[src/rtl/core/pulse_counter_with_freq_meter_assert.svh]
// Assertion helpers for the pulse counter, sampled on clk, idle during reset.
`ifndef PULSE_COUNTER_WITH_FREQ_METER_ASSERT_SVH
`define PULSE_COUNTER_WITH_FREQ_METER_ASSERT_SVH

// Same-cycle implication.
`define PCFM_ASSERT_NOW(label, ante, cons) \
  label: assert property (@(posedge clk) disable iff (!rst_n) (ante) |-> (cons)) \
    else $error("pcfm: same-cycle check failed");

// Next-cycle implication.
`define PCFM_ASSERT_NEXT(label, ante, cons) \
  label: assert property (@(posedge clk) disable iff (!rst_n) (ante) |=> (cons)) \
    else $error("pcfm: next-cycle check failed");

`endif

[src/rtl/core/pcfm_pkg.sv]
// ---------------------------------------------------------------------------
// pcfm_pkg
// Types, codes and constants shared by the pulse counter modules.
// ---------------------------------------------------------------------------
`timescale 1ns / 1ps
`default_nettype none
package pcfm_pkg;

  localparam int MAX_COUNT_BITS = 64;
  localparam int CFG_IDX_W      = 3;
  localparam int DIV_BITS       = 27;
  localparam int DIVISOR_W      = 11;

  // Register indexes
  localparam logic [CFG_IDX_W-1:0] CFG_CHANNEL_ENABLED = 3'd0;
  localparam logic [CFG_IDX_W-1:0] CFG_EDGE_SELECT     = 3'd1;
  localparam logic [CFG_IDX_W-1:0] CFG_COUNT_DOWN      = 3'd2;
  localparam logic [CFG_IDX_W-1:0] CFG_WIDTH_CODE      = 3'd3;
  localparam logic [CFG_IDX_W-1:0] CFG_PRESCALE_DIV    = 3'd4;
  localparam logic [CFG_IDX_W-1:0] CFG_START_VALUE     = 3'd5;
  localparam logic [CFG_IDX_W-1:0] CFG_DEBOUNCE_MS     = 3'd6;
  localparam logic [CFG_IDX_W-1:0] CFG_FREQ_ENABLE     = 3'd7;

  // Command bits
  localparam int CMD_RESET = 0;
  localparam int CMD_START = 1;
  localparam int CMD_STOP  = 2;

  // Edge codes
  localparam logic [1:0] EDGE_RISE = 2'd0;
  localparam logic [1:0] EDGE_FALL = 2'd1;
  localparam logic [1:0] EDGE_BOTH = 2'd2;

  localparam logic [1:0]  WIDTH_RESET = 2'd2;
  localparam logic [14:0] FREQ_MAX    = 15'd20000;
  localparam logic [63:0] DELTA_MAX   = 64'd100000;
  localparam logic [31:0] WIN_MIN     = 32'd1000;
  localparam logic [31:0] WIN_MAX     = 32'd2000;
  localparam logic [31:0] WIN_STALE   = 32'd5000;
  localparam logic [9:0]  MS_PER_S    = 10'd1000;

  typedef struct packed {
    logic        level;
    logic [31:0] now_ms;
    logic [2:0]  command;
  } pcfm_in_t;

  typedef struct packed {
    logic [63:0] count_value;
    logic        overflow_flag;
    logic [14:0] freq_hz;
    logic        is_running;
  } pcfm_out_t;

  typedef struct packed {
    logic ld_in;
    logic step;
    logic freq;
    logic check;
    logic mul;
    logic div_start;
    logic ld_freq;
    logic ld_out;
  } pcfm_cmd_t;

  typedef struct packed {
    logic go_freq;
    logic go_div;
    logic div_done;
  } pcfm_sts_t;

  // Counter mask for a width code, capped at maxb bits.
  function automatic logic [63:0] width_mask(input logic [1:0] code, input int maxb);
    int          bits;
    logic [63:0] m;
    bits = 8 << code;
    if (bits > maxb) bits = maxb;
    for (int i = 0; i < 64; i++) m[i] = (i < bits);
    return m;
  endfunction

endpackage
`default_nettype wire

[src/rtl/core/pulse_counter_with_freq_meter.sv]
// ---------------------------------------------------------------------------
// pulse_counter_with_freq_meter
// Polled pulse counter channel with debounce, prescaler and frequency meter.
// ---------------------------------------------------------------------------
// Usage:
//   Input channel (in_valid/in_ready, in_data): one poll beat carries the
//   sampled level, a millisecond timestamp and the reset/start/stop bits.
//   Output channel (out_valid/out_ready, out_data): exactly one result beat
//   per poll with count, sticky overflow, frequency and run state.
//   Configuration (cfg_valid/cfg_ready, cfg_index, cfg_data): always ready,
//   write only while the block is idle.
//   Sequence: a poll that steps no count, or steps it with the meter off,
//   goes from the step state to the result; one that runs the frequency
//   window adds the window and check states, and one that divides adds the
//   multiply and the bit-serial divider (27 quotient bits, one per cycle).
//   One poll is in work at a time; the next is taken after its result.
//   Reset: registers take their defaults, the count, run, overflow and
//   window state clears, no result is pending.
//   Stall: the result register holds its beat while out_ready is low; the
//   next poll may be accepted and worked, then waits for the register.
// ---------------------------------------------------------------------------
`timescale 1ns / 1ps
`default_nettype none
`include "pulse_counter_with_freq_meter_assert.svh"
module pulse_counter_with_freq_meter #(
  parameter int MAX_COUNT_BITS = pcfm_pkg::MAX_COUNT_BITS
) (
  input  wire logic                           clk,
  input  wire logic                           rst_n,
  input  wire logic                           in_valid,
  output logic                                in_ready,
  input  wire pcfm_pkg::pcfm_in_t             in_data,
  output logic                                out_valid,
  input  wire logic                           out_ready,
  output pcfm_pkg::pcfm_out_t                 out_data,
  input  wire logic                           cfg_valid,
  output logic                                cfg_ready,
  input  wire logic [pcfm_pkg::CFG_IDX_W-1:0] cfg_index,
  input  wire logic [63:0]                    cfg_data
);
  import pcfm_pkg::*;

  pcfm_cmd_t cmd;
  pcfm_sts_t sts;

  // Configuration writes go straight into registers, so never stall them.
  assign cfg_ready = 1'b1;

  pcfm_ctrl u_ctrl (
    .clk       (clk),
    .rst_n     (rst_n),
    .in_valid  (in_valid),
    .in_ready  (in_ready),
    .out_valid (out_valid),
    .out_ready (out_ready),
    .sts       (sts),
    .cmd       (cmd)
  );

  pcfm_dp #(
    .MAXB (MAX_COUNT_BITS)
  ) u_dp (
    .clk       (clk),
    .rst_n     (rst_n),
    .cfg_we    (cfg_valid && cfg_ready),
    .cfg_index (cfg_index),
    .cfg_data  (cfg_data),
    .in_data   (in_data),
    .cmd       (cmd),
    .sts       (sts),
    .out_data  (out_data)
  );

  // No new poll is taken while one is in work.
  `PCFM_ASSERT_NEXT(a_one_in_work, in_valid && in_ready, !in_ready)
  // Result beats only load into a free slot.
  `PCFM_ASSERT_NOW(a_load_free, cmd.ld_out, !out_valid || out_ready)
  // Frequency is clamped on every delivered beat.
  `PCFM_ASSERT_NOW(a_freq_clamp, out_valid, out_data.freq_hz <= FREQ_MAX)

endmodule
`default_nettype wire

[src/rtl/core/pcfm_div.sv]
// ---------------------------------------------------------------------------
// pcfm_div
// Restoring divider, one quotient bit per cycle.
// ---------------------------------------------------------------------------
`timescale 1ns / 1ps
`default_nettype none
module pcfm_div (
  input  wire logic                           clk,
  input  wire logic                           rst_n,
  input  wire logic                           start,
  input  wire logic [pcfm_pkg::DIV_BITS-1:0]  dividend,
  input  wire logic [pcfm_pkg::DIVISOR_W-1:0] divisor,
  output logic                                done,
  output logic [pcfm_pkg::DIV_BITS-1:0]       quotient
);
  import pcfm_pkg::*;

  localparam int CNT_W = $clog2(DIV_BITS + 1);

  logic [DIV_BITS-1:0]  q_r, q_nxt;
  logic [DIVISOR_W-1:0] rem_r, rem_nxt;
  logic [CNT_W-1:0]     cnt_r, cnt_nxt;
  logic                 busy_r, busy_nxt;
  logic                 done_r, done_nxt;
  logic [DIVISOR_W:0]   trial;
  logic [DIVISOR_W:0]   shifted;

  always_comb begin
    shifted  = {rem_r, q_r[DIV_BITS-1]};
    trial    = shifted - {1'b0, divisor};
    q_nxt    = q_r;
    rem_nxt  = rem_r;
    cnt_nxt  = cnt_r;
    busy_nxt = busy_r;
    done_nxt = 1'b0;
    if (start) begin
      q_nxt    = dividend;
      rem_nxt  = '0;
      cnt_nxt  = CNT_W'(DIV_BITS);
      busy_nxt = 1'b1;
    end else if (busy_r) begin
      // keep the partial remainder below the divisor
      if (!trial[DIVISOR_W]) begin
        rem_nxt = trial[DIVISOR_W-1:0];
        q_nxt   = {q_r[DIV_BITS-2:0], 1'b1};
      end else begin
        rem_nxt = shifted[DIVISOR_W-1:0];
        q_nxt   = {q_r[DIV_BITS-2:0], 1'b0};
      end
      cnt_nxt = cnt_r - 1'b1;
      if (cnt_r == CNT_W'(1)) begin
        busy_nxt = 1'b0;
        done_nxt = 1'b1;
      end
    end
  end

  always_ff @(posedge clk) begin
    if (!rst_n) begin
      busy_r <= 1'b0;
      done_r <= 1'b0;
      cnt_r  <= '0;
    end else begin
      busy_r <= busy_nxt;
      done_r <= done_nxt;
      cnt_r  <= cnt_nxt;
    end
    q_r   <= q_nxt;
    rem_r <= rem_nxt;
  end

  assign done     = done_r;
  assign quotient = q_r;
endmodule
`default_nettype wire

[src/rtl/core/pcfm_dp.sv]
// ---------------------------------------------------------------------------
// pcfm_dp
// Counter datapath: configuration, edge and prescale logic, frequency window.
// ---------------------------------------------------------------------------
`timescale 1ns / 1ps
`default_nettype none
module pcfm_dp #(
  parameter int MAXB = pcfm_pkg::MAX_COUNT_BITS
) (
  input  wire logic                           clk,
  input  wire logic                           rst_n,
  input  wire logic                           cfg_we,
  input  wire logic [pcfm_pkg::CFG_IDX_W-1:0] cfg_index,
  input  wire logic [63:0]                    cfg_data,
  input  wire pcfm_pkg::pcfm_in_t             in_data,
  input  wire pcfm_pkg::pcfm_cmd_t            cmd,
  output pcfm_pkg::pcfm_sts_t                 sts,
  output pcfm_pkg::pcfm_out_t                 out_data
);
  import pcfm_pkg::*;

  // configuration
  logic        en_r, down_r, fen_r;
  logic [1:0]  edge_r, wcode_r;
  logic [7:0]  pdiv_r;
  logic [63:0] start_r;
  logic [15:0] dbnc_r;

  // channel state
  pcfm_in_t         in_r;
  logic [MAXB-1:0]  count_r, count_nxt;
  logic [7:0]       pcnt_r, pcnt_nxt;
  logic             prev_r, prev_nxt;
  logic [31:0]      last_r, last_nxt;
  logic             run_r, run_nxt;
  logic             ovf_r, ovf_nxt;
  logic [31:0]      wsms_r, wsms_nxt;
  logic [63:0]      wscnt_r, wscnt_nxt;
  logic [14:0]      freq_r, freq_nxt;
  logic [63:0]      delta_r, delta_nxt;
  logic             wrap_r, wrap_nxt;
  logic             inwin_r, inwin_nxt;
  logic             stale_r, stale_nxt;
  logic [DIVISOR_W-1:0] dt_r, dt_nxt;
  logic [DIV_BITS-1:0]  prod_r, prod_nxt;
  pcfm_out_t        out_r;

  logic [63:0]     mask64;
  logic [MAXB-1:0] mask, start_m, c, cnt1;
  logic [63:0]     count64, wsc0;
  logic [31:0]     wsm0, dt;
  logic [7:0]      pre_eff, pcnt_inc, pcnt1;
  logic            run1, fire, db_ok, stepped, go_freq, go_div, ok;
  logic            div_done;
  logic [DIV_BITS-1:0] quot;

  assign mask64  = width_mask(wcode_r, MAXB);
  assign mask    = mask64[MAXB-1:0];
  assign start_m = start_r[MAXB-1:0] & mask;
  assign count64 = 64'(count_r);

  always_ff @(posedge clk) begin
    if (!rst_n) begin
      en_r    <= 1'b0;
      edge_r  <= EDGE_RISE;
      down_r  <= 1'b0;
      wcode_r <= WIDTH_RESET;
      pdiv_r  <= 8'd1;
      start_r <= '0;
      dbnc_r  <= '0;
      fen_r   <= 1'b0;
    end else if (cfg_we) begin
      case (cfg_index)
        CFG_CHANNEL_ENABLED: en_r    <= cfg_data[0];
        CFG_EDGE_SELECT:     edge_r  <= cfg_data[1:0];
        CFG_COUNT_DOWN:      down_r  <= cfg_data[0];
        CFG_WIDTH_CODE:      wcode_r <= cfg_data[1:0];
        CFG_PRESCALE_DIV:    pdiv_r  <= cfg_data[7:0];
        CFG_START_VALUE:     start_r <= cfg_data;
        CFG_DEBOUNCE_MS:     dbnc_r  <= cfg_data[15:0];
        CFG_FREQ_ENABLE:     fen_r   <= cfg_data[0];
        default: ;
      endcase
    end
  end

  always_comb begin
    count_nxt = count_r;
    pcnt_nxt  = pcnt_r;
    prev_nxt  = prev_r;
    last_nxt  = last_r;
    run_nxt   = run_r;
    ovf_nxt   = ovf_r;
    wsms_nxt  = wsms_r;
    wscnt_nxt = wscnt_r;
    freq_nxt  = freq_r;
    delta_nxt = delta_r;
    wrap_nxt  = wrap_r;
    inwin_nxt = inwin_r;
    stale_nxt = stale_r;
    dt_nxt    = dt_r;
    prod_nxt  = prod_r;
    go_freq   = 1'b0;
    go_div    = 1'b0;
    ok        = 1'b0;
    stepped   = 1'b0;
    fire      = 1'b0;
    c         = '0;
    run1      = run_r;
    cnt1      = count_r;
    pcnt1     = pcnt_r;
    pre_eff   = (pdiv_r == 8'd0) ? 8'd1 : pdiv_r;
    pcnt_inc  = '0;
    db_ok     = (dbnc_r == 16'd0) || ((in_r.now_ms - last_r) >= {16'd0, dbnc_r});
    wsm0      = (wsms_r == 32'd0) ? in_r.now_ms : wsms_r;
    wsc0      = (wsms_r == 32'd0) ? count64 : wscnt_r;
    dt        = in_r.now_ms - wsm0;

    if (cmd.step && en_r) begin
      if (in_r.command[CMD_RESET]) begin
        cnt1      = start_m;
        pcnt1     = '0;
        ovf_nxt   = 1'b0;
        wsms_nxt  = '0;
        wscnt_nxt = '0;
        freq_nxt  = '0;
      end
      if (in_r.command[CMD_START]) run1 = 1'b1;
      if (in_r.command[CMD_STOP])  run1 = 1'b0;
      run_nxt   = run1;
      count_nxt = cnt1;
      pcnt_nxt  = pcnt1;
      prev_nxt  = in_r.level;
      if (run1) begin
        case (edge_r)
          EDGE_FALL: fire = prev_r && !in_r.level;
          EDGE_BOTH: fire = prev_r != in_r.level;
          default:   fire = !prev_r && in_r.level;
        endcase
        if (fire && db_ok) begin
          last_nxt = in_r.now_ms;
          pcnt_inc = pcnt1 + 8'd1;
          pcnt_nxt = pcnt_inc;
          if (pcnt_inc >= pre_eff) begin
            pcnt_nxt = '0;
            stepped  = 1'b1;
            c        = cnt1 & mask;
            if (down_r ? (c == '0) : (c == mask)) begin
              // leave the range: flag, reload, drop the window
              ovf_nxt   = 1'b1;
              count_nxt = start_m;
              wsms_nxt  = '0;
              wscnt_nxt = '0;
              freq_nxt  = '0;
            end else begin
              count_nxt = down_r ? c - 1'b1 : c + 1'b1;
            end
          end
        end
      end
      go_freq = stepped && fen_r;
    end

    if (cmd.freq) begin
      if (wsms_r == 32'd0) begin
        wsms_nxt  = in_r.now_ms;
        wscnt_nxt = count64;
        freq_nxt  = '0;
      end
      inwin_nxt = (dt >= WIN_MIN) && (dt <= WIN_MAX);
      stale_nxt = dt > WIN_STALE;
      dt_nxt    = dt[DIVISOR_W-1:0];
      if (count64 >= wsc0) begin
        delta_nxt = count64 - wsc0;
        wrap_nxt  = 1'b0;
      end else begin
        delta_nxt = (mask64 - wsc0) + count64 + 64'd1;
        wrap_nxt  = 1'b1;
      end
    end

    if (cmd.check) begin
      ok = !(wrap_r && (delta_r > (mask64 >> 1)));
      if (inwin_r) begin
        go_div    = ok && (delta_r <= DELTA_MAX);
        wsms_nxt  = in_r.now_ms;
        wscnt_nxt = count64;
      end else if (stale_r) begin
        wsms_nxt  = in_r.now_ms;
        wscnt_nxt = count64;
        freq_nxt  = '0;
      end
    end

    if (cmd.mul) prod_nxt = DIV_BITS'(delta_r[16:0]) * DIV_BITS'(MS_PER_S);

    if (cmd.ld_freq) freq_nxt = (quot > DIV_BITS'(FREQ_MAX)) ? FREQ_MAX : quot[14:0];
  end

  pcfm_div u_div (
    .clk      (clk),
    .rst_n    (rst_n),
    .start    (cmd.div_start),
    .dividend (prod_r),
    .divisor  (dt_r),
    .done     (div_done),
    .quotient (quot)
  );

  always_ff @(posedge clk) begin
    if (!rst_n) begin
      count_r <= '0;
      pcnt_r  <= '0;
      prev_r  <= 1'b0;
      last_r  <= '0;
      run_r   <= 1'b0;
      ovf_r   <= 1'b0;
      wsms_r  <= '0;
      wscnt_r <= '0;
      freq_r  <= '0;
    end else begin
      count_r <= count_nxt;
      pcnt_r  <= pcnt_nxt;
      prev_r  <= prev_nxt;
      last_r  <= last_nxt;
      run_r   <= run_nxt;
      ovf_r   <= ovf_nxt;
      wsms_r  <= wsms_nxt;
      wscnt_r <= wscnt_nxt;
      freq_r  <= freq_nxt;
    end
    if (cmd.ld_in) in_r <= in_data;
    delta_r <= delta_nxt;
    wrap_r  <= wrap_nxt;
    inwin_r <= inwin_nxt;
    stale_r <= stale_nxt;
    dt_r    <= dt_nxt;
    prod_r  <= prod_nxt;
    if (cmd.ld_out) begin
      out_r.count_value   <= 64'(count_r & mask);
      out_r.overflow_flag <= ovf_r;
      out_r.freq_hz       <= freq_r;
      out_r.is_running    <= run_r;
    end
  end

  assign sts.go_freq  = go_freq;
  assign sts.go_div   = go_div;
  assign sts.div_done = div_done;
  assign out_data     = out_r;
endmodule
`default_nettype wire

[src/rtl/core/pcfm_ctrl.sv]
// ---------------------------------------------------------------------------
// pcfm_ctrl
// Sequencer for one poll beat: step, frequency window, divide, hand over.
// ---------------------------------------------------------------------------
`timescale 1ns / 1ps
`default_nettype none
module pcfm_ctrl (
  input  wire logic                clk,
  input  wire logic                rst_n,
  input  wire logic                in_valid,
  output logic                     in_ready,
  output logic                     out_valid,
  input  wire logic                out_ready,
  input  wire pcfm_pkg::pcfm_sts_t sts,
  output pcfm_pkg::pcfm_cmd_t      cmd
);
  import pcfm_pkg::*;

  localparam logic [2:0] S_IDLE  = 3'd0;
  localparam logic [2:0] S_STEP  = 3'd1;
  localparam logic [2:0] S_FREQ  = 3'd2;
  localparam logic [2:0] S_CHECK = 3'd3;
  localparam logic [2:0] S_MUL   = 3'd4;
  localparam logic [2:0] S_DGO   = 3'd5;
  localparam logic [2:0] S_DWAIT = 3'd6;
  localparam logic [2:0] S_FIN   = 3'd7;

  logic [2:0] state_r, state_nxt;
  logic       ovld_r, ovld_nxt;
  logic       slot_free;

  assign slot_free = !ovld_r || out_ready;

  always_comb begin
    state_nxt = state_r;
    cmd       = '0;
    case (state_r)
      S_IDLE: begin
        cmd.ld_in = in_valid;
        if (in_valid) state_nxt = S_STEP;
      end
      S_STEP: begin
        cmd.step  = 1'b1;
        state_nxt = sts.go_freq ? S_FREQ : S_FIN;
      end
      S_FREQ: begin
        cmd.freq  = 1'b1;
        state_nxt = S_CHECK;
      end
      S_CHECK: begin
        cmd.check = 1'b1;
        state_nxt = sts.go_div ? S_MUL : S_FIN;
      end
      S_MUL: begin
        cmd.mul   = 1'b1;
        state_nxt = S_DGO;
      end
      S_DGO: begin
        cmd.div_start = 1'b1;
        state_nxt     = S_DWAIT;
      end
      S_DWAIT: begin
        cmd.ld_freq = sts.div_done;
        if (sts.div_done) state_nxt = S_FIN;
      end
      S_FIN: begin
        // hold until the output register is free
        cmd.ld_out = slot_free;
        if (slot_free) state_nxt = S_IDLE;
      end
      default: state_nxt = S_IDLE;
    endcase
  end

  assign ovld_nxt = cmd.ld_out ? 1'b1 : (out_ready ? 1'b0 : ovld_r);

  always_ff @(posedge clk) begin
    if (!rst_n) begin
      state_r <= S_IDLE;
      ovld_r  <= 1'b0;
    end else begin
      state_r <= state_nxt;
      ovld_r  <= ovld_nxt;
    end
  end

  assign in_ready  = (state_r == S_IDLE);
  assign out_valid = ovld_r;
endmodule
`default_nettype wire

[config.mk]
export PLATFORM = sky130hd
export DESIGN_NAME = pulse_counter_with_freq_meter
export DESIGN_NICKNAME = d
export VERILOG_FILES = /design/src/rtl/core/pcfm_pkg.sv /design/src/rtl/core/pulse_counter_with_freq_meter.sv /design/src/rtl/core/pcfm_div.sv /design/src/rtl/core/pcfm_dp.sv /design/src/rtl/core/pcfm_ctrl.sv
export VERILOG_INCLUDE_DIRS = /design/src /design/src/rtl/core
export SDC_FILE = /design/constraint.sdc
export NUM_CORES = 2
export LEC_CHECK = 0
export BUFFER_PORTS_ARGS = -buffer_cell sky130_fd_sc_hd__buf_2
export CORE_UTILIZATION = 55
export CTS_CLUSTER_SIZE = 24
export DETAILED_ROUTE_END_ITERATION = 16
export PLACE_DENSITY = 0.76
export SLEW_MARGIN = 40
export SYNTH_ARGS = -nofsm -noshare
export SYNTH_HDL_FRONTEND = slang
export SYNTH_SLANG_ARGS = --single-unit
[constraint.sdc]
create_clock -name clk -period 7.7 [get_ports clk]
set_clock_uncertainty 0.2 [all_clocks]
set_input_delay 0.77 -clock clk [delete_from_list [all_inputs] [get_ports clk]]
set_output_delay 0.77 -clock clk [all_outputs]
set_load 0.02 [all_outputs]
======== After elaboration in Yosys (flattened, before gate mapping) ========
Index checks and enable logic that the tools add are counted.
word-level totals
  flip-flop bits (word level) ............. 581
  input port bits ......................... 108
  output and inout port bits .............. 84
cells by class
  add/sub/neg operators ................... 11
  $mul .................................... 1
  $lt $le $gt $ge ......................... 74
  eq/ne operators ......................... 22
  shifts and indexed selects .............. 1
  mux-type cells .......................... 98
  bitwise operators ....................... 5
  reduce and logical (&&, ||, !) cells .... 34
operators with widths
  operator                                                                                count
  64-bit 2-to-1 mux                                                                       20
  7-bit by 32-bit less-than comparator with 1-bit output (first input constant)           32
  6-bit by 32-bit less-than comparator with 1-bit output (first input constant)           16
  32-bit 2-to-1 mux                                                                       13
  5-bit by 32-bit less-than comparator with 1-bit output (first input constant)           8
  15-bit 2-to-1 mux                                                                       13
  64-bit AND                                                                              3
  64-bit by 1-bit adder with 64-bit output (second input constant)                        2
  4-bit by 32-bit less-than comparator with 1-bit output (first input constant)           4
  64-bit subtractor                                                                       2
  64-bit adder                                                                            1
  64-bit == test                                                                          1
  64-bit greater-or-equal comparator                                                      1
  64-bit by 63-bit greater-than comparator with 1-bit output                              1
  64-bit by 17-bit <= comparator with 1-bit output (second input constant)                1
  64-bit zero test                                                                        1
  3-bit by 32-bit less-than comparator with 1-bit output (first input constant)           2
  32-bit subtractor                                                                       2
  64-bit by 1-bit subtractor with 64-bit output (second input constant)                   1
  27-bit 2-to-1 mux                                                                       2
  8-bit 2-to-1 mux                                                                        6
  1-bit 2-to-1 mux                                                                        34
  32-bit by 10-bit greater-or-equal comparator with 1-bit output (second input constant)  1
  32-bit by 16-bit greater-or-equal comparator with 1-bit output                          1
  40 further kinds                                                                        78

======== Logic depth before layout (Yosys ltp) ========
  word-level depth ........................ 21
  depth in mapped cells ................... 27
  mapped depth without buffers ............ 24

======== Cells and area by module ========
Synthesis repeated with hierarchy kept, for this count alone.
unflattened totals
  cell total of the unflattened synthesis .. 5099
  area, all modules ....................... 44988.1 sq um
by module, submodules not included
  module                         times used  cells each  area an instance (sq um)
  pcfm_dp                        1           4836        42183.0
  pcfm_div                       1           227         2516.2
  pcfm_ctrl                      1           34          277.8
  pulse_counter_with_freq_meter  1           2           11.3

======== Worst setup path before layout ========
Ideal clock, no wire load.
  path kind ............................... reg2reg
  from .................................... reg u_ctrl.state_r[1]
  to ...................................... reg u_dp.wscnt_r[61]
  library setup time ...................... 0.059 ns
  arrival ................................. 7.933 ns
  data required time ...................... 7.441 ns
  setup slack ............................. -0.492 ns
  cell stages (with the launch flop) ...... 6
  path buffers ............................ 1
  period minus slack after synthesis ...... 8.192 ns
  path through ............................ dfxtp_1 nor3b_1 nand2_1 a21oi_1 clkbuf_1 a22o_1
between the ends
  cells in the longest elaborated chain, start to end .. 9
  elaborated cells on any way between the ends .. 13
  classes of those cells .................. eq/ne: 3; mux: 9; reduce/logical: 1
ends and longest elaborated chain
  item                                      line             text
  start: declaration                        pcfm_ctrl.sv:28  logic [2:0] state_r, state_nxt;
  start signal: assignment                  pcfm_ctrl.sv:82  state_r <= state_nxt;
  3-bit by 1-bit == test with 1-bit output  pcfm_ctrl.sv:37  case (state_r)
  1-bit 2-to-1 mux                          pcfm_ctrl.sv:37
  1-bit logical AND                         pcfm_dp.sv:119   if (cmd.step && en_r) begin
  64-bit 2-to-1 mux                         pcfm_dp.sv:119
  64-bit 2-to-1 mux                         pcfm_dp.sv:165   if (wsms_r == 32'd0) begin
  64-bit 2-to-1 mux                         pcfm_dp.sv:164   if (cmd.freq) begin
  64-bit 2-to-1 mux                         pcfm_dp.sv:188   end else if (stale_r) begin
  64-bit 2-to-1 mux                         pcfm_dp.sv:184   if (inwin_r) begin
  64-bit 2-to-1 mux (*)                     pcfm_dp.sv:182   if (cmd.check) begin
  end signal: assignment                    pcfm_dp.sv:229   wscnt_r <= wscnt_nxt;
  end: declaration                          pcfm_dp.sv:38    logic [63:0] wscnt_r, wscnt_nxt;
Mark *: on every way between the ends. The rest lies on a longest branch, timed or not.
A chain may end at the register's enable or synchronous reset.

======== Worst setup path after layout ========
  from .................................... reg u_dp.wsms_r[5]
  to ...................................... reg u_dp.delta_r[63], data pin
between the ends
  cells in the longest elaborated chain, start to end .. 6
  elaborated cells on any way between the ends .. 8
  classes of those cells .................. add/sub: 4; order compare: 1; mux: 2; reduce/logical: 1
ends and longest elaborated chain
  item                                      line            text
  start: declaration                        pcfm_dp.sv:37   logic [31:0] wsms_r, wsms_nxt;
  start signal: assignment                  pcfm_dp.sv:228  wsms_r <= wsms_nxt;
  32-bit zero test (*)                      pcfm_dp.sv:116  wsc0 = (wsms_r == 32'd0) ? count64 : wscnt_r;
  64-bit 2-to-1 mux (*)                     pcfm_dp.sv:116
  64-bit subtractor                         pcfm_dp.sv:177  delta_nxt = (mask64 - wsc0) + count64 + 64'd1;
  64-bit adder                              pcfm_dp.sv:177
  64-bit by 1-bit adder with 64-bit output  pcfm_dp.sv:177
  64-bit 2-to-1 mux (*)                     pcfm_dp.sv:173  if (count64 >= wsc0) begin
  end signal: assignment                    pcfm_dp.sv:233  delta_r <= delta_nxt;
  end: declaration                          pcfm_dp.sv:40   logic [63:0] delta_r, delta_nxt;
Marks and branches as above.

==> PnR_summary.wiki <==
{| class="wikitable"
! Metric !! Value
|-
| Status || completed
|-
| Effective utilization at floorplan || 55.6%
|-
| Wire length of the first global-routing pass || 216000 um
|-
| Total number of yosys warnings || 0
|-
| Share of the synthesized netlist area taken by xor and xnor gates || 4.49%
|-
| Max transition margin || 44.5%
|-
| Max Fclk || 147 MHz
|-
| Hold slack || 0.0907 ns
|-
| Grt ovf || 0
|-
| RSZ-0062 raised after global routing || no
|-
| Top FF cell, synth || dfxtp_1
|-
| HP Class || in2reg
|-
| DRC Markers || 0
|-
| Top cell type's share of synthesized area || 15.9%
|-
| Simple-Gate Fraction of Synth Area || 16.6%
|-
| Number of H-tree levels || 3
|-
| Post-synthesis share of cell area spent on full adders, half adders and majority gates || 16.7%
|-
| Most instantiated library cell after synthesis || nand2_1
|-
| Synth-to-layout area growth || 8.64%
|-
| Startpoint-to-endpoint class of the critical path || reg2reg
|-
| Detailed-placement wirelength estimate || 107000 um
|-
| Max Slew Vio Count || 0
|-
| Vias in the first global route || 38500
|-
| Post-route clock period utilization || 88.4%
|-
| Latest clock arrival within the worst-skew pair || 0.65 ns
|-
| Clk Tree Root Cell || clkbuf_16
|-
| Post-CTS Setup Repair Bufs || 0
|-
| Count of cell types in the netlist || 90
|-
| Number of clock sinks seen by CTS || 581
|-
| Number of antenna violations at the first check in global routing || 1
|-
| Post-layout nets || 6209
|-
| Worst-case setup slack after placement || 0.984 ns
|-
| Maximum fanout count along the critical path || 20
|-
| Largest buffer count on any clock path || 3
|-
| Biggest area contributors in the synthesized netlist || edfxtp_1, dfxtp_1, ha_1, a21oi_1, fa_1
|-
| Count of TritonRoute iterations in the first routing pass || 6
|-
| Total Wirelength || 139000 um
|-
| Post-layout minimum cycle time || 6.81 ns
|-
| Final sum of negative setup slack || 0 ns
|-
| Power Density || 342 nW/um^2
|-
| CP required || 7.86 ns
|-
| Cells resized by post-CTS repair || 0
|-
| Post-synthesis cell type with the largest combined area || edfxtp_1
|-
| Max-cap violation count || 0
|-
| Seq/Total Area, Yosys || 30.4%
|-
| Leak pwr || 0.0223 uW
|-
| Synthesized cell area || 46400 um^2
|-
| CTS tree || yes
|-
| Finished Core Util || 60.4%
|-
| DR iter-0 viols || 4391
|-
| Fraction of final layout cells sized beyond drive strength 1 || 7.50%
|-
| GRT Util Overall || 31.8%
|-
| Number of synthesized flops with an enable pin || 246
|-
| Endpoints failing setup || 0
|-
| List of cells traversed by the critical path || nor4_1 -> nand4_1 -> nor2_4 -> buf_12 -> mux2i_1 -> inv_1 -> fa_1 -> inv_1 -> ha_1 -> and3_1 -> a221o_1 -> nor3_1 -> nand3_1 -> o21ai_0 -> o211ai_1 -> a211oi_1 -> o21ai_0 -> a31oi_1 -> mux2i_1 -> a31oi_1 -> xor2_1
|-
| Placeable core region || 83600 um^2
|-
| Most frequent cells after synthesis || nand2_1, a21oi_1, inv_1
|-
| Clock Pin Slew Worst Setup and Hold Paths || 0.06 ns
|-
| Share of synthesized flip-flops with an asynchronous set or reset || 0%
|-
| Critical path buffer and inverter count || 3
|-
| Dominant combinational cell family by area after synthesis || compound AO/OA/AOI/OAI gates
|-
| Hold Violations, Final || 0
|-
| Avg Synthesized Cell Area || 8.41 um^2
|-
| Number of vias after detailed routing || 42100
|-
| Multiplexer share of the synthesized area || 2.81%
|-
| Largest vdd supply drop || 421 uV
|-
| Via density per instance || 6.28
|-
| Max stage delay on crit path || 0.70 ns
|-
| Cts-stage hold buffer count || 0
|-
| GPL Wtd Cong || 0.995
|-
| Top Ports || 192
|-
| Routed wirelength normalized by instance count || 20.8 um
|-
| Instance count of the mapped netlist || 5518
|-
| CP top delay family || simple AND/OR/NAND/NOR gates
|-
| FP Rows || 106
|-
| Area of the die || 85600 um^2
|-
| Final critical-path setup slack || 0.891 ns
|-
| Post-route ant nets || 0
|-
| Critical-path cell with the highest stage delay || nor2_4
|-
| CTS buffer count || 66
|-
| Flops & latches, synth || 581
|-
| Kind of launch point of the worst setup path || flip-flop
|-
| Worst Setup End Kind || flip-flop
|-
| Least-Margin Pin Slew || 0.822 ns
|-
| Critical path arrival || 6.97 ns
|-
| DIE HEIGHT || 293 um
|-
| Complex-gate fraction of the synthesized area || 22.8%
|-
| Width of the die || 293 um
|-
| Pin count of the biggest net entering global routing || 103
|-
| Number of buffers added on ports || 190
|}
[layer usage]
metal,vias up,track usage [%],routed length [um]
met5,-,0,0
met4,0,11.1,5080
met3,293,5.05,13000
met2,1970,47.5,59100
met1,19900,46.2,61900
li1,19900,-,-
[worst reg2reg max path, cell delays in order (launching register included)]
cell and delay [ns]:
dfxtp_1 0.33, nor4_1 0.37, nand4_1 0.32, nor2_4 0.70, buf_12 0.30, mux2i_1 0.41, inv_1 0.11, fa_1 0.49
inv_1 0.04, ha_1 0.35, and3_1 0.23, a221o_1 0.40, nor3_1 0.26, nand3_1 0.11, o21ai_0 0.31, o211ai_1 0.24
a211oi_1 0.43, o21ai_0 0.19, a31oi_1 0.23, mux2i_1 0.21, a31oi_1 0.11, xor2_1 0.17
[cell type report]
cell class              count  area [um^2]
well taps                1080         1350
diodes                      2         5.00
clock inverters            35          398
repair buffers            245         1470
fillers                  7304        33100
inverters                 447         1690
flip-flops and latches    581        14100
clock buffers              87         1810
multi-input cells        4216        29600
[registers in the layout, summed over array words and instances (netlist names), 15 cells and up]
| name | count |
|---|---|
| u_dp.start_r | 64 |
| u_dp.dbnc_r | 16 |
| u_dp.u_div.quotient | 27 |
| u_dp.in_r | 36 |
| u_dp.wscnt_r | 64 |
| u_dp.delta_r | 64 |
| u_dp.count64 | 64 |
| u_dp.wsms_r | 32 |
| u_dp.out_data | 81 |
| u_dp.prod_r | 24 |
| u_dp.last_r | 32 |
| u_dp.freq_r | 15 |
[cells in the final DEF, fill, tap and decap left out, types with 40 or more instances in the layout]
cell       count
fa_1         126
nor3_1        69
nand3_1      129
a21oi_1      550
a211oi_1      55
ha_1         418
buf_2        190
and3_1        53
o21bai_1      49
a31oi_1       52
nor2_1       400
nand4_1      107
nor4_1        65
dfxtp_1      333
xnor2_1      164
xor2_1        73
buf_4         45
a22oi_1       41
a21o_1       188
edfxtp_1     246
clkbuf_16     68
nand2_1      622
o21ai_0      266
nand2b_1      45
mux2i_1      113
nor2b_1       53
inv_1        443
a22o_1        84
o21a_1        40
[per-stage QoR]
| step | instances | power, uW | area (um^2) |
|---|---|---|---|
| finish | 6693 | 17200 | 50400 |
| global route | 6692 | 18400 | 50400 |
| CTS | 6687 | 17100 | 50300 |
| detailed placement | 6565 | 13900 | 48100 |
| global placement | 6564 | 13700 | 48100 |
| floorplan | 5528 | 11700 | 46500 |
[kinds of logic (layout without fill, tap and decap cells)]
group                      Yosys count  in the layout
and+or+nand+nor                   1667           1667
buffers and inverters              731            814
other                                2             14
xor gates and xnor gates           238            238
adders and majority gates          544            544
AOI/OAI and AO/OA                 1628           1628
muxes                              127            127
DFF                                581            581
[path summary, 6_finish.rpt]
| path | startpoint | to | slack, ns | cells past startpoint |
|---|---|---|---|---|
| worst max-delay path | u_dp.wsms_r[5]$_SDFF_PN0_ | u_dp.delta_r[63]$_DFFE_PP_ | 0.89 | 21 |
| worst max register to register | u_dp.wsms_r[5]$_SDFF_PN0_ | u_dp.delta_r[63]$_DFFE_PP_ | 0.89 | 21 |
| worst min register to register | u_dp.freq_r[12]$_SDFF_PN0_ | u_dp.out_data[13]$_DFFE_PP_ | 0.23 | 0 |
| worst min-delay path | in_data[11] | u_dp.in_r[11]$_DFFE_PP_ | 0.09 | 1 |
[where the power goes]
part | switching [uW] | internal, uW
Clock | 1410 | 1800
Combinational | 5640 | 4120
Sequential | 322 | 3940
Power figures use the tool's default switching activity.
